===== config.mk =====
export PLATFORM = sky130hd
export DESIGN_NAME = midi_clock_tempo_averager
export DESIGN_NICKNAME = d
export VERILOG_FILES = /design/src/rtl/mcta_pkg.sv /design/src/rtl/mcta_divide.sv /design/src/rtl/midi_clock_tempo_averager.sv
export VERILOG_INCLUDE_DIRS = /design/src /design/src/rtl
export SDC_FILE = /design/constraint.sdc
export NUM_CORES = 2
export LEC_CHECK = 0
export BUFFER_PORTS_ARGS = -buffer_cell sky130_fd_sc_hd__buf_2
export CAP_MARGIN = 10
export CORE_MARGIN = 2
export CORE_UTILIZATION = 40
export DETAILED_ROUTE_END_ITERATION = 8
export SKIP_CTS_REPAIR_TIMING = 1
export SLEW_MARGIN = 20
export SYNTH_ARGS = -nofsm -noshare
export SYNTH_HDL_FRONTEND = slang
export SYNTH_SLANG_ARGS = --single-unit

===== constraint.sdc =====
create_clock -name clk -period 10.4 [get_ports clk]
set_input_delay 0.52 -clock clk [delete_from_list [all_inputs] [get_ports clk]]
set_output_delay 0.52 -clock clk [all_outputs]
set_load 0.05 [all_outputs]

===== src/rtl/midi_clock_tempo_averager_defines.svh =====
// Assertion macros for the RTL file that checks itself.
`ifndef MIDI_CLOCK_TEMPO_AVERAGER_DEFINES_SVH
`define MIDI_CLOCK_TEMPO_AVERAGER_DEFINES_SVH

`ifndef SYNTH
// Same-cycle implication, disabled while reset is asserted.
`define MCTA_ASSERT_IMP(label, clk, rst_n, ante, cons) \
    label: assert property (@(posedge clk) disable iff (!rst_n) (ante) |-> (cons)) \
        else $error("mcta assertion failed");
// Next-cycle implication, disabled while reset is asserted.
`define MCTA_ASSERT_NEXT(label, clk, rst_n, ante, cons) \
    label: assert property (@(posedge clk) disable iff (!rst_n) (ante) |=> (cons)) \
        else $error("mcta assertion failed");
`else
`define MCTA_ASSERT_IMP(label, clk, rst_n, ante, cons)
`define MCTA_ASSERT_NEXT(label, clk, rst_n, ante, cons)
`endif

`endif


===== src/rtl/mcta_pkg.sv =====
package mcta_pkg;

    localparam int QUARTERS_AVERAGED_DEF = 8;
    localparam int RING_DEPTH_DEF        = 192;
    localparam int TICKS_PER_QUARTER     = 24;

    localparam int INTERVAL_W  = 16;
    localparam int TIMESTAMP_W = 32;
    localparam int AVERAGE_W   = 16;

    typedef enum logic {
        OP_TICK  = 1'b0,
        OP_START = 1'b1
    } op_t;

endpackage


===== src/rtl/mcta_divide.sv =====
module mcta_divide #(
    parameter int QUARTERS_AVERAGED = mcta_pkg::QUARTERS_AVERAGED_DEF,
    parameter int SUM_W             = 24
) (
    input  logic                           clk,
    input  logic                           load,
    input  logic [SUM_W-1:0]               sum,
    output logic [mcta_pkg::AVERAGE_W-1:0] quotient
);

    // Divide by a constant through an exact reciprocal: k = SUM_W + ceil(log2 Q).
    localparam int K      = SUM_W + $clog2(QUARTERS_AVERAGED);
    localparam int PROD_W = SUM_W + K + 1;
    localparam logic [63:0] RECIP_WIDE =
        ((64'd1 << K) + 64'(QUARTERS_AVERAGED) - 64'd1) / 64'(QUARTERS_AVERAGED);
    localparam logic [K:0] RECIP = RECIP_WIDE[K:0];
    localparam int QUOT_W = PROD_W - K;

    logic [PROD_W-1:0]               product;
    logic [QUOT_W-1:0]               quot;
    logic [mcta_pkg::AVERAGE_W-1:0]  quotient_reg;
    logic [mcta_pkg::AVERAGE_W-1:0]  quotient_next;

    assign product = PROD_W'(sum) * PROD_W'(RECIP);
    assign quot    = product[PROD_W-1:K];

    // Saturate at the top of the output range.
    always_comb
    begin
        if (quot > QUOT_W'({mcta_pkg::AVERAGE_W{1'b1}}))
        begin
            quotient_next = {mcta_pkg::AVERAGE_W{1'b1}};
        end
        else
        begin
            quotient_next = quot[mcta_pkg::AVERAGE_W-1:0];
        end
    end

    always_ff @(posedge clk)
    begin
        if (load)
        begin
            quotient_reg <= quotient_next;
        end
    end

    assign quotient = quotient_reg;

endmodule


===== src/rtl/midi_clock_tempo_averager.sv =====
// A tick word passes the s1, s2 and output registers before out_valid rises; a full
// stage ahead (out_stall) can hold it in any of them.
// Throughput: one word per cycle while in_stall is low; a start word yields no result.
// Reset (rst_n, async, active low) clears positions, refill flag, window sum,
// fill value, written marks and all valid flags at once. Ring memory is not cleared:
// entries whose mark is clear read as the fill value, so no clearing pass is needed.
`include "midi_clock_tempo_averager_defines.svh"

module midi_clock_tempo_averager #(
    parameter int QUARTERS_AVERAGED = mcta_pkg::QUARTERS_AVERAGED_DEF,
    parameter int RING_DEPTH        = mcta_pkg::RING_DEPTH_DEF
) (
    input  logic                             clk,
    input  logic                             rst_n,

    input  logic                             in_valid,
    output logic                             in_stall,
    input  logic                             operation,
    input  logic [mcta_pkg::TIMESTAMP_W-1:0] timestamp_ms,

    output logic                             out_valid,
    input  logic                             out_stall,
    output logic [mcta_pkg::AVERAGE_W-1:0]   average_period_ms,
    output logic                             quarter_mark
);

    localparam int POS_W   = $clog2(RING_DEPTH);
    localparam int SUM_W   = $clog2(RING_DEPTH * 65535 + 1);
    localparam int PHASE_W = $clog2(mcta_pkg::TICKS_PER_QUARTER);
    localparam int IW      = mcta_pkg::INTERVAL_W;
    localparam int TW      = mcta_pkg::TIMESTAMP_W;

    // ------------------------------------------------------------------
    // Handshake: three stages (s1 = update, s2 = divide, out), each moves
    // when the stage after it has room.
    // ------------------------------------------------------------------
    logic s1_valid_reg;
    logic s2_valid_reg;
    logic out_valid_reg;
    logic out_ready;
    logic s2_ready;
    logic s1_ready;
    logic in_accept;
    logic tick_accept;
    logic start_accept;
    logic b_fire;
    logic c_fire;

    assign out_ready    = !out_valid_reg || !out_stall;
    assign s2_ready     = !s2_valid_reg || out_ready;
    assign s1_ready     = !s1_valid_reg || s2_ready;
    assign in_stall     = !s1_ready;
    assign in_accept    = in_valid && !in_stall;
    assign tick_accept  = in_accept && (operation == mcta_pkg::OP_TICK);
    assign start_accept = in_accept && (operation == mcta_pkg::OP_START);
    assign b_fire       = s1_valid_reg && s2_ready;
    assign c_fire       = s2_valid_reg && out_ready;

    // ------------------------------------------------------------------
    // Accept stage: position tracking, interval, refill decision, ring read.
    // ------------------------------------------------------------------
    logic [POS_W-1:0]   write_position_reg;
    logic [PHASE_W-1:0] phase_reg;
    logic               refill_armed_reg;
    logic [TW-1:0]      previous_time_reg;

    logic [TW-1:0]      diff;
    logic [IW-1:0]      interval_a;
    logic               pos_last;
    logic               refill_a;

    assign diff       = timestamp_ms - previous_time_reg;
    // Saturate long gaps, including those across timestamp wrap.
    assign interval_a = (|diff[TW-1:IW]) ? {IW{1'b1}} : diff[IW-1:0];
    assign pos_last   = (write_position_reg == POS_W'(RING_DEPTH - 1));
    assign refill_a   = refill_armed_reg && (write_position_reg == POS_W'(1));

    always_ff @(posedge clk or negedge rst_n)
    begin
        if (!rst_n)
        begin
            write_position_reg <= '0;
            phase_reg          <= '0;
            refill_armed_reg   <= 1'b0;
            previous_time_reg  <= '0;
        end
        else if (start_accept)
        begin
            // Rewind the ring and arm the refill; keep the previous time.
            write_position_reg <= '0;
            phase_reg          <= '0;
            refill_armed_reg   <= 1'b1;
        end
        else if (tick_accept)
        begin
            write_position_reg <= pos_last ? '0 : write_position_reg + POS_W'(1);
            // Track position modulo ticks per quarter without a divider.
            if (pos_last || (phase_reg == PHASE_W'(mcta_pkg::TICKS_PER_QUARTER - 1)))
            begin
                phase_reg <= '0;
            end
            else
            begin
                phase_reg <= phase_reg + PHASE_W'(1);
            end
            previous_time_reg <= timestamp_ms;
            if (refill_a)
            begin
                refill_armed_reg <= 1'b0;
            end
        end
    end

    // Stage 1 payload and registered ring read.
    logic [POS_W-1:0] s1_pos_reg;
    logic [IW-1:0]    s1_interval_reg;
    logic             s1_refill_reg;
    logic             s1_quarter_reg;
    logic [IW-1:0]    rd_data_reg;
    logic [IW-1:0]    ring_mem [RING_DEPTH];

    always_ff @(posedge clk or negedge rst_n)
    begin
        if (!rst_n)
        begin
            s1_valid_reg <= 1'b0;
        end
        else if (s1_ready)
        begin
            s1_valid_reg <= tick_accept;
        end
    end

    always_ff @(posedge clk)
    begin
        if (tick_accept)
        begin
            s1_pos_reg      <= write_position_reg;
            s1_interval_reg <= interval_a;
            s1_refill_reg   <= refill_a;
            s1_quarter_reg  <= (phase_reg == '0);
            rd_data_reg     <= ring_mem[write_position_reg];
        end
    end

    // ------------------------------------------------------------------
    // Update stage: running sum, ring write, written marks, refill.
    // ------------------------------------------------------------------
    logic [RING_DEPTH-1:0] mark_reg;
    logic [IW-1:0]         fill_value_reg;
    logic [SUM_W-1:0]      window_sum_reg;
    logic [POS_W-1:0]      last_wr_addr_reg;
    logic [IW-1:0]         last_wr_data_reg;
    logic                  last_wr_valid_reg;

    logic                  bypass_hit;
    logic [IW-1:0]         old_entry;
    logic [SUM_W-1:0]      sum_next;

    // The ring read can miss a write made on the same edge; forward it.
    assign bypass_hit = last_wr_valid_reg && (last_wr_addr_reg == s1_pos_reg);

    always_comb
    begin
        if (!mark_reg[s1_pos_reg])
        begin
            old_entry = fill_value_reg;
        end
        else if (bypass_hit)
        begin
            old_entry = last_wr_data_reg;
        end
        else
        begin
            old_entry = rd_data_reg;
        end

        if (s1_refill_reg)
        begin
            sum_next = SUM_W'(s1_interval_reg) * SUM_W'(RING_DEPTH);
        end
        else
        begin
            sum_next = window_sum_reg - SUM_W'(old_entry) + SUM_W'(s1_interval_reg);
        end
    end

    always_ff @(posedge clk or negedge rst_n)
    begin
        if (!rst_n)
        begin
            mark_reg          <= '0;
            fill_value_reg    <= '0;
            window_sum_reg    <= '0;
            last_wr_valid_reg <= 1'b0;
        end
        else if (b_fire)
        begin
            window_sum_reg <= sum_next;
            if (s1_refill_reg)
            begin
                // Every entry now reads as the fill value.
                mark_reg       <= '0;
                fill_value_reg <= s1_interval_reg;
            end
            else
            begin
                mark_reg[s1_pos_reg] <= 1'b1;
                last_wr_valid_reg    <= 1'b1;
            end
        end
    end

    always_ff @(posedge clk)
    begin
        if (b_fire && !s1_refill_reg)
        begin
            ring_mem[s1_pos_reg] <= s1_interval_reg;
            last_wr_addr_reg     <= s1_pos_reg;
            last_wr_data_reg     <= s1_interval_reg;
        end
    end

    // Stage 2: hold the new sum for the divider.
    logic [SUM_W-1:0] s2_sum_reg;
    logic             s2_quarter_reg;

    always_ff @(posedge clk or negedge rst_n)
    begin
        if (!rst_n)
        begin
            s2_valid_reg <= 1'b0;
        end
        else if (s2_ready)
        begin
            s2_valid_reg <= s1_valid_reg;
        end
    end

    always_ff @(posedge clk)
    begin
        if (b_fire)
        begin
            s2_sum_reg     <= sum_next;
            s2_quarter_reg <= s1_quarter_reg;
        end
    end

    // ------------------------------------------------------------------
    // Divide stage: reciprocal multiply into the output register.
    // ------------------------------------------------------------------
    logic quarter_mark_reg;

    mcta_divide #(
        .QUARTERS_AVERAGED (QUARTERS_AVERAGED),
        .SUM_W             (SUM_W)
    ) u_divide (
        .clk      (clk),
        .load     (c_fire),
        .sum      (s2_sum_reg),
        .quotient (average_period_ms)
    );

    always_ff @(posedge clk or negedge rst_n)
    begin
        if (!rst_n)
        begin
            out_valid_reg <= 1'b0;
        end
        else if (out_ready)
        begin
            out_valid_reg <= s2_valid_reg;
        end
    end

    always_ff @(posedge clk)
    begin
        if (c_fire)
        begin
            quarter_mark_reg <= s2_quarter_reg;
        end
    end

    assign out_valid    = out_valid_reg;
    assign quarter_mark = quarter_mark_reg;

    // ------------------------------------------------------------------
    // Assertions
    // ------------------------------------------------------------------
    `MCTA_ASSERT_NEXT(a_start_rewinds, clk, rst_n, start_accept,
                      write_position_reg == '0 && phase_reg == '0 && refill_armed_reg)
    `MCTA_ASSERT_IMP(a_refill_at_one, clk, rst_n, s1_valid_reg && s1_refill_reg,
                     s1_pos_reg == POS_W'(1))
    `MCTA_ASSERT_IMP(a_phase_aligned, clk, rst_n, write_position_reg == '0, phase_reg == '0)
    `MCTA_ASSERT_IMP(a_stall_when_full, clk, rst_n, in_stall,
                     s1_valid_reg && s2_valid_reg && out_valid_reg)

endmodule


Yosys cells after proc, flatten, opt, wreduce, memory -nomap -nowiden
Memories as Yosys holds them, arrays and structs flattened. A register that Yosys moved wholly into a read port is not among the register bits.
Index checks and enable logic that the tools add are counted.
{ "classes": {"n_mul": 1, "n_eq_ne": 4, "shifts": 0, "addsub": 5, "n_reduce_logical": 27, "n_div": 0, "order_cmp": 3, "muxes": 19, "n_bitwise": 4} }
{ "op_table": {"columns": ["op", "n"], "rows": [
  ["192-bit two-way mux", 1],
  ["192-bit bitwise OR", 1],
  ["16-bit two-way mux", 2],
  ["32-bit subtractor", 1],
  ["24-bit by 16-bit adder with 24-bit output", 1],
  ["24-bit two-way mux", 1],
  ["8-bit two-way mux", 3],
  ["24-bit by 16-bit subtractor with 24-bit output", 1],
  ["21-bit by 16-bit greater-than comparator with 1-bit output (second input constant)", 1],
  ["16-bit by 2-bit multiplier with 18-bit output (second input constant)", 1],
  ["16-bit OR reduction", 1],
  ["5-bit two-way mux", 3],
  ["1-bit logical AND", 9],
  ["8-bit by 9-bit < comparator with 1-bit output (second input constant)", 1],
  ["8-bit by 1-bit adder with 8-bit output (second input constant)", 1],
  ["1-bit binary-select mux with 8-bit select", 1],
  ["1-bit demux with 8-bit select", 1],
  ["8-bit by 1-bit == test with 1-bit output (second input constant)", 1],
  ["8-bit == test", 1],
  ["8-bit == test (second input constant)", 1],
  ["8-bit by 1-bit >= comparator with 1-bit output (second input constant)", 1],
  ["2-bit AND reduction", 4],
  ["1-bit two-way mux", 7],
  ["1-bit zero test", 6],
  ["6 further kinds", 12]
]} }
{ "word_totals": {"mem_bits_ro": 0, "n_memories": 1, "mem_bits_rw": 3072, "register_bits": 374, "latchBits": 0} }
{ "memory_table": {"columns": ["memory", "words", "word_bits", "rd", "rd_clocked_by_memory_dff", "wr", "line_no", "source"], "rows": [
  ["ring_mem", 192, 16, 1, 1, 1, "midi_clock_tempo_averager.sv:120", "logic [IW-1:0] ring_mem [RING_DEPTH];"]
]} }

Depth between registers and ports, before layout
{ "logic_depth": {"word_depth": 8, "mapped_depth": 25, "depth_no_buf": 21} }

Modules after synthesis
From an unflattened synthesis, not the netlist that was laid out.
{ "hier_totals": {"hier_cells": 6922, "area_unflattened_um2": 138201.3} }
{ "modules_own_cells": {"columns": ["module", "area_per_inst_um2", "cells_per_inst", "instances"], "rows": [
  ["midi_clock_tempo_averager", 137559.4, 6870, 1],
  ["mcta_divide", 641.9, 52, 1]
]} }

Least setup slack after synthesis
Ideal clock, no wire load.
{ "synth_path": {"kind": "reg-to-reg", "startpoint": "register s1_pos_reg[3]", "endpoint": "register s2_sum_reg[23] (data pin)", "path_buffers": 4, "stages_incl_launch_ff": 23, "t_arrival_ps": 5507, "required_ps": 10130, "setup_time_ps": 270, "path_slack_ps": 4623, "synth_period_minus_slack_ps": 5777, "path_cell_list": "edfxtp_1 > clkbuf_1 > clkbuf_1 > clkbuf_1 > xor2_1 > nor4_1 > nand3_1 > nor4_2 > buf_2 > mux2i_1 > nor2_1 > a21oi_2 > fa_1 > ha_1 > a21o_1 > a21o_1 > a21o_1 > a21o_1 > a221oi_1 > nand4b_1 > o311ai_0 > xor2_1 > a21oi_1"} }
{ "synth_between": {"elab_chain_cells": 7, "elab_cells_between_ends": 9, "classes_between": "add/sub (2); eq/ne (1); mux (5); reduce/logical (1)"} }
{ "synth_lines": {"columns": ["item", "line_no", "source"], "rows": [
  ["start, declared", "midi_clock_tempo_averager.sv:115", "logic [POS_W-1:0] s1_pos_reg;"],
  ["start signal, assigned", "midi_clock_tempo_averager.sv:138", "s1_pos_reg <= write_position_reg;"],
  ["branches (longest 3 deep; another with 1-bit binary-select mux with 8-bit select)", null, null],
  ["16-bit two-way mux (*)", "midi_clock_tempo_averager.sv:165", "if (!mark_reg[s1_pos_reg])"],
  ["24-bit by 16-bit subtractor with 24-bit output (*)", "midi_clock_tempo_averager.sv:184", "sum_next = window_sum_reg - SUM_W'(old_entry) + SUM_W'(s1_interval_reg);"],
  ["24-bit by 16-bit adder with 24-bit output (*)", "midi_clock_tempo_averager.sv:184", null],
  ["24-bit two-way mux (*)", "midi_clock_tempo_averager.sv:178", "if (s1_refill_reg)"],
  ["via sum_next[23]", "midi_clock_tempo_averager.sv:158", "logic [SUM_W-1:0] sum_next;"],
  ["end signal, assigned", "midi_clock_tempo_averager.sv:244", "s2_sum_reg <= sum_next;"],
  ["end, declared", "midi_clock_tempo_averager.sv:225", "logic [SUM_W-1:0] s2_sum_reg;"]
]} }
Mark *: on every way through the listed nets, which the timed path passes. The select of a mux whose other input is x is not followed.
A chain may end at the register's enable or synchronous reset.

Worst setup path in the final report
{ "layout_path": {"startpoint": "register s1_pos_reg[0]", "endpoint": "register s2_sum_reg[23] (data pin)"} }
The elaborated chain is that of the path after synthesis.

==> qor_table.md <==
| Result | Reported | Unit |
| --- | --- | --- |
| Status | complete, but fails checks | - |
| Detailed-routing wirelength on met1 | 145.2 | mm |
| Hold Violations, Final | 0 | - |
| Hpwl dp | 199.2 | mm |
| Synthesized cell area | 137,300 | sq um |
| Highest clock rate | 0.1378 | GHz |
| Most frequent cell after synthesis | sky130_fd_sc_hd__edfxtp_1 | - |
| Routed length on met2 | 165.7 | mm |
| Crit Path Class | flip-flop to flip-flop | - |
| Placed Cells incl. Taps | 11,070 | - |
| Count of standard-cell rows | 215 | - |
| Worst relative slew slack | 13.01 | % |
| Synth Instances | 6,528 | - |
| Top FF cell, synth | sky130_fd_sc_hd__edfxtp_1 | - |
| Clk network pwr share | 40.1 | % |
| H-tree Lvls | 5 | - |
| Post-Layout Cell Count | 11,750 | - |
| Final period utilization | 69.76 | % |
| Overall die width | 589.9 | um |
| Via count of the first global-routing pass | 67,500 | - |
| Total number of yosys warnings | 0 | - |
| Kind of start point of the critical path | flip-flop | - |
| Vias per std cell | 5.719 | - |
| Post-CTS clock slew at the launch and capture registers of the worst setup and hold paths | 0.06 | ns |
| Net count after synthesis | 6,659 | - |
| Switching power as a share of total power | 23.34 | % |
| Clk sink count | 3,459 | - |
| Share of power burned in combinational logic | 11.1 | % |
| Crit end category | flip-flop | - |
| Clock tree root buffer cell | sky130_fd_sc_hd__clkbuf_16 | - |
| Setup Viol. Count Final | 0 | - |
| Top cells by area, synth | sky130_fd_sc_hd__edfxtp_1 69%, sky130_fd_sc_hd__mux4_2 17%, sky130_fd_sc_hd__dfrtp_1 5.1%, sky130_fd_sc_hd__nor2_1 1.3%, sky130_fd_sc_hd__a21oi_1 0.93% | - |
| # Max-Cap Violations | 0 | - |
| Die height | 589.9 | um |
| P per Cell Area | 200.1 | nW/um^2 |
| IO Count | 56 | - |
| Fraction of layout instances using a drive strength above 1 | 28.64 | % |
| Effective utilization at floorplan | 40.10 | % |
| Highest metal used | met4 | - |
| Remaining global-route overflow | 0 | - |
| Maximum clock insertion buffer count | 4 | - |
| Post-route standard cell area excluding fillers | 156,500 | sq um |
| Detailed Routing Iterations Pass 1 | 5 | - |
| Routed wl met3 | 24.82 | mm |
| PortBufs | 55 | - |
| Die outline area | 348,000 | sq um |
| Iteration-0 DRC Markers | 8,241 | - |
| Maximum number of pins on one net before global-route repair | 199 | - |
| TritonCTS clock tree | built | - |
| Total power of the final layout | 31.31 | mW |
| Total clock buffers created by CTS | 351 | - |
| Min Tclk post-route | 7.255 | ns |
| Net switching power | 7.308 | mW |
| Flip-flop and latch count after synthesis | 3,459 | - |
| Routed WL per cell | 29.45 | um |
| Number of vias after detailed routing | 67,200 | - |
| Maximum fanout encountered on the critical timing path | 38 | - |
| ANT nets after route | 1 | - |
| Global-route wire length before repair | 496.8 | mm |
| Number of flip-flops in the largest register | 3,072 | - |
| IR drop worst, VDD | 135.1 | uV |
| Residual DRC count | 0 | - |
| Setup TNS after final layout | 0 | ns |
| EDFF count, synth | 3,177 | - |
| WP data required | 11.03 | ns |
| Synth-to-layout area growth | 13.98 | % |
| Setup repair after global routing missed its margin | no | - |
| Violations in the final reports | antenna violations | - |
| Area of the core | 342,400 | sq um |
| Gp weighted congestion | 0.8057 | - |
| Cell accounting for the most synthesized area | sky130_fd_sc_hd__edfxtp_1 | - |
| Clock skew after layout | 0.08837 | ns |
| Fraction of the yosys area taken by sequential cells | 74.62 | % |
| Max Slew Vio Count | 0 | - |
| Cell variety after synth | 73 | - |
| NumNets Final | 7,031 | - |
| Share of synthesized registers carrying an async set or reset | 8.153 | % |
| Top cell type's share of synthesized area | 69.48 | % |
| P_leak | 48.73 | nW |
| Worst min-delay path category | primary input to flip-flop | - |
| Overall routing resource usage | 19.70 | % |
| Slew @ Worst Pin | 1.305 | ns |
| Flop pwr share | 48.9 | % |
| Standard cell area after detailed placement | 144,700 | sq um |
| Skew-Pair Late Insertion Delay | 0.97 | ns |
| Internal power consumption | 24.00 | mW |
| Arrival time at the worst endpoint | 7.89 | ns |
| Number of antenna violations at the first check in global routing | 15 | - |
| Top post-synthesis cells by count | 3,177 x sky130_fd_sc_hd__edfxtp_1, 1,066 x sky130_fd_sc_hd__mux4_2, 472 x sky130_fd_sc_hd__nor2_1 | - |
| Detailed-route wire length | 346.0 | mm |
| Average instance area after synthesis | 21.03 | sq um |
==> final timing paths <==
path                       depth (start not counted)                                end                     start  slack, ns
hold / removal                                     2  write_position_reg[1]$_DFFE_PN0P_                 operation      0.009
hold reg to reg                                    0           s2_quarter_reg$_DFFE_PP_  s1_quarter_reg$_DFFE_PP_       0.46
setup reg to reg                                  22           s2_sum_reg[23]$_DFFE_PP_   s1_pos_reg[0]$_DFFE_PP_       3.15
setup / recovery                                  22           s2_sum_reg[23]$_DFFE_PP_   s1_pos_reg[0]$_DFFE_PP_       3.15
max in group asynchronous                          3  write_position_reg[1]$_DFFE_PN0P_                     rst_n       8.50
min in group asynchronous                          2  previous_time_reg[30]$_DFFE_PN0P_                     rst_n       0.27
==> critical path: stages (launching register included) <==
cell	delay [ns]
sky130_fd_sc_hd__edfxtp_1	0.33
sky130_fd_sc_hd__buf_4	0.58
sky130_fd_sc_hd__buf_4	0.51
sky130_fd_sc_hd__mux4_2	0.57
sky130_fd_sc_hd__mux4_2	0.51
sky130_fd_sc_hd__a32o_1	0.27
sky130_fd_sc_hd__nor2_1	0.08
sky130_fd_sc_hd__a21oi_1	0.09
sky130_fd_sc_hd__a221oi_4	0.21
sky130_fd_sc_hd__buf_4	0.39
sky130_fd_sc_hd__nor2_1	0.09
sky130_fd_sc_hd__a21oi_1	0.16
sky130_fd_sc_hd__fa_1	0.47
sky130_fd_sc_hd__ha_1	0.31
sky130_fd_sc_hd__a211oi_1	0.27
sky130_fd_sc_hd__nor2_1	0.15
sky130_fd_sc_hd__o2111ai_1	0.35
sky130_fd_sc_hd__a31oi_1	0.25
sky130_fd_sc_hd__a221oi_1	0.68
sky130_fd_sc_hd__nand4b_1	0.16
sky130_fd_sc_hd__o311ai_0	0.21
sky130_fd_sc_hd__xor2_1	0.19
sky130_fd_sc_hd__a21oi_1	0.08
==> placed cells by master, fill, tap and decap left out, drive strengths merged, types with 32 or more instances in the layout <==
cell type    synthesis  routed
edfxtp            3177    3177
mux4              1066    1066
nor2               472     472
clkbuf             266     447
buf                113     364
dfrtp              282     282
a21oi              264     264
nand2              163     163
clkinv               0     130
o21ai              102     102
inv                 73      84
ha                  76      76
mux2i               43      43
bufinv               0      36
dlygate4sd3          0      34
nor3                32      32
==> routing by layer <==
layer	GRT usage [%]	vias up
met5	0	-
met4	6.051	0
met3	3.133	451
met2	31.19	2630
met1	28.21	36360
li1	-	27760
==> cells by family after synthesis <==
kind of cell / Yosys count / share of synthesized area (%)
compound gates: 509 / 2.193
xor+xnor: 59 / 0.3763
fa+ha+maj: 94 / 0.9550
buf+inv: 452 / 1.274
flops: 3459 / 74.62
mux: 1137 / 18.03
simple gates: 818 / 2.554
==> final cells by class <==
class	instances	area [sq um]
clock inverters	192	1952
flip-flops and latches	3459	102500
diodes	8	20.02
multi-input cells	2617	33410
clock buffers	447	9375
inverters	73	275.3
well taps	4557	5702
fillers	28270	186000
repair buffers	398	3282
==> stage by stage <==
stage               hold WS [ns]  util, %  setup WS [ns]
CTS                      -0.3335    45.56          3.164
finish                  0.008519    45.70          3.145
global route             0.01163    45.69          2.683
global placement          0.4241    42.23          3.066
detailed placement        0.4450    42.25          3.183
floorplan                 0.2244        -          4.623
==> power groups by stage <==
| stage | combinational (mW) | clock, mW | sequential (mW) |
|---|---|---|---|
| floorplan | 2.44 | 0 | 15.5 |
| global placement | 3.45 | 0 | 15.6 |
| global route | 3.72 | 13.3 | 15.3 |
| detailed placement | 3.46 | 0 | 15.6 |
| finish | 3.46 | 12.5 | 15.3 |
| CTS | 3.47 | 12.8 | 15.3 |
Power figures use the tool's default switching activity.
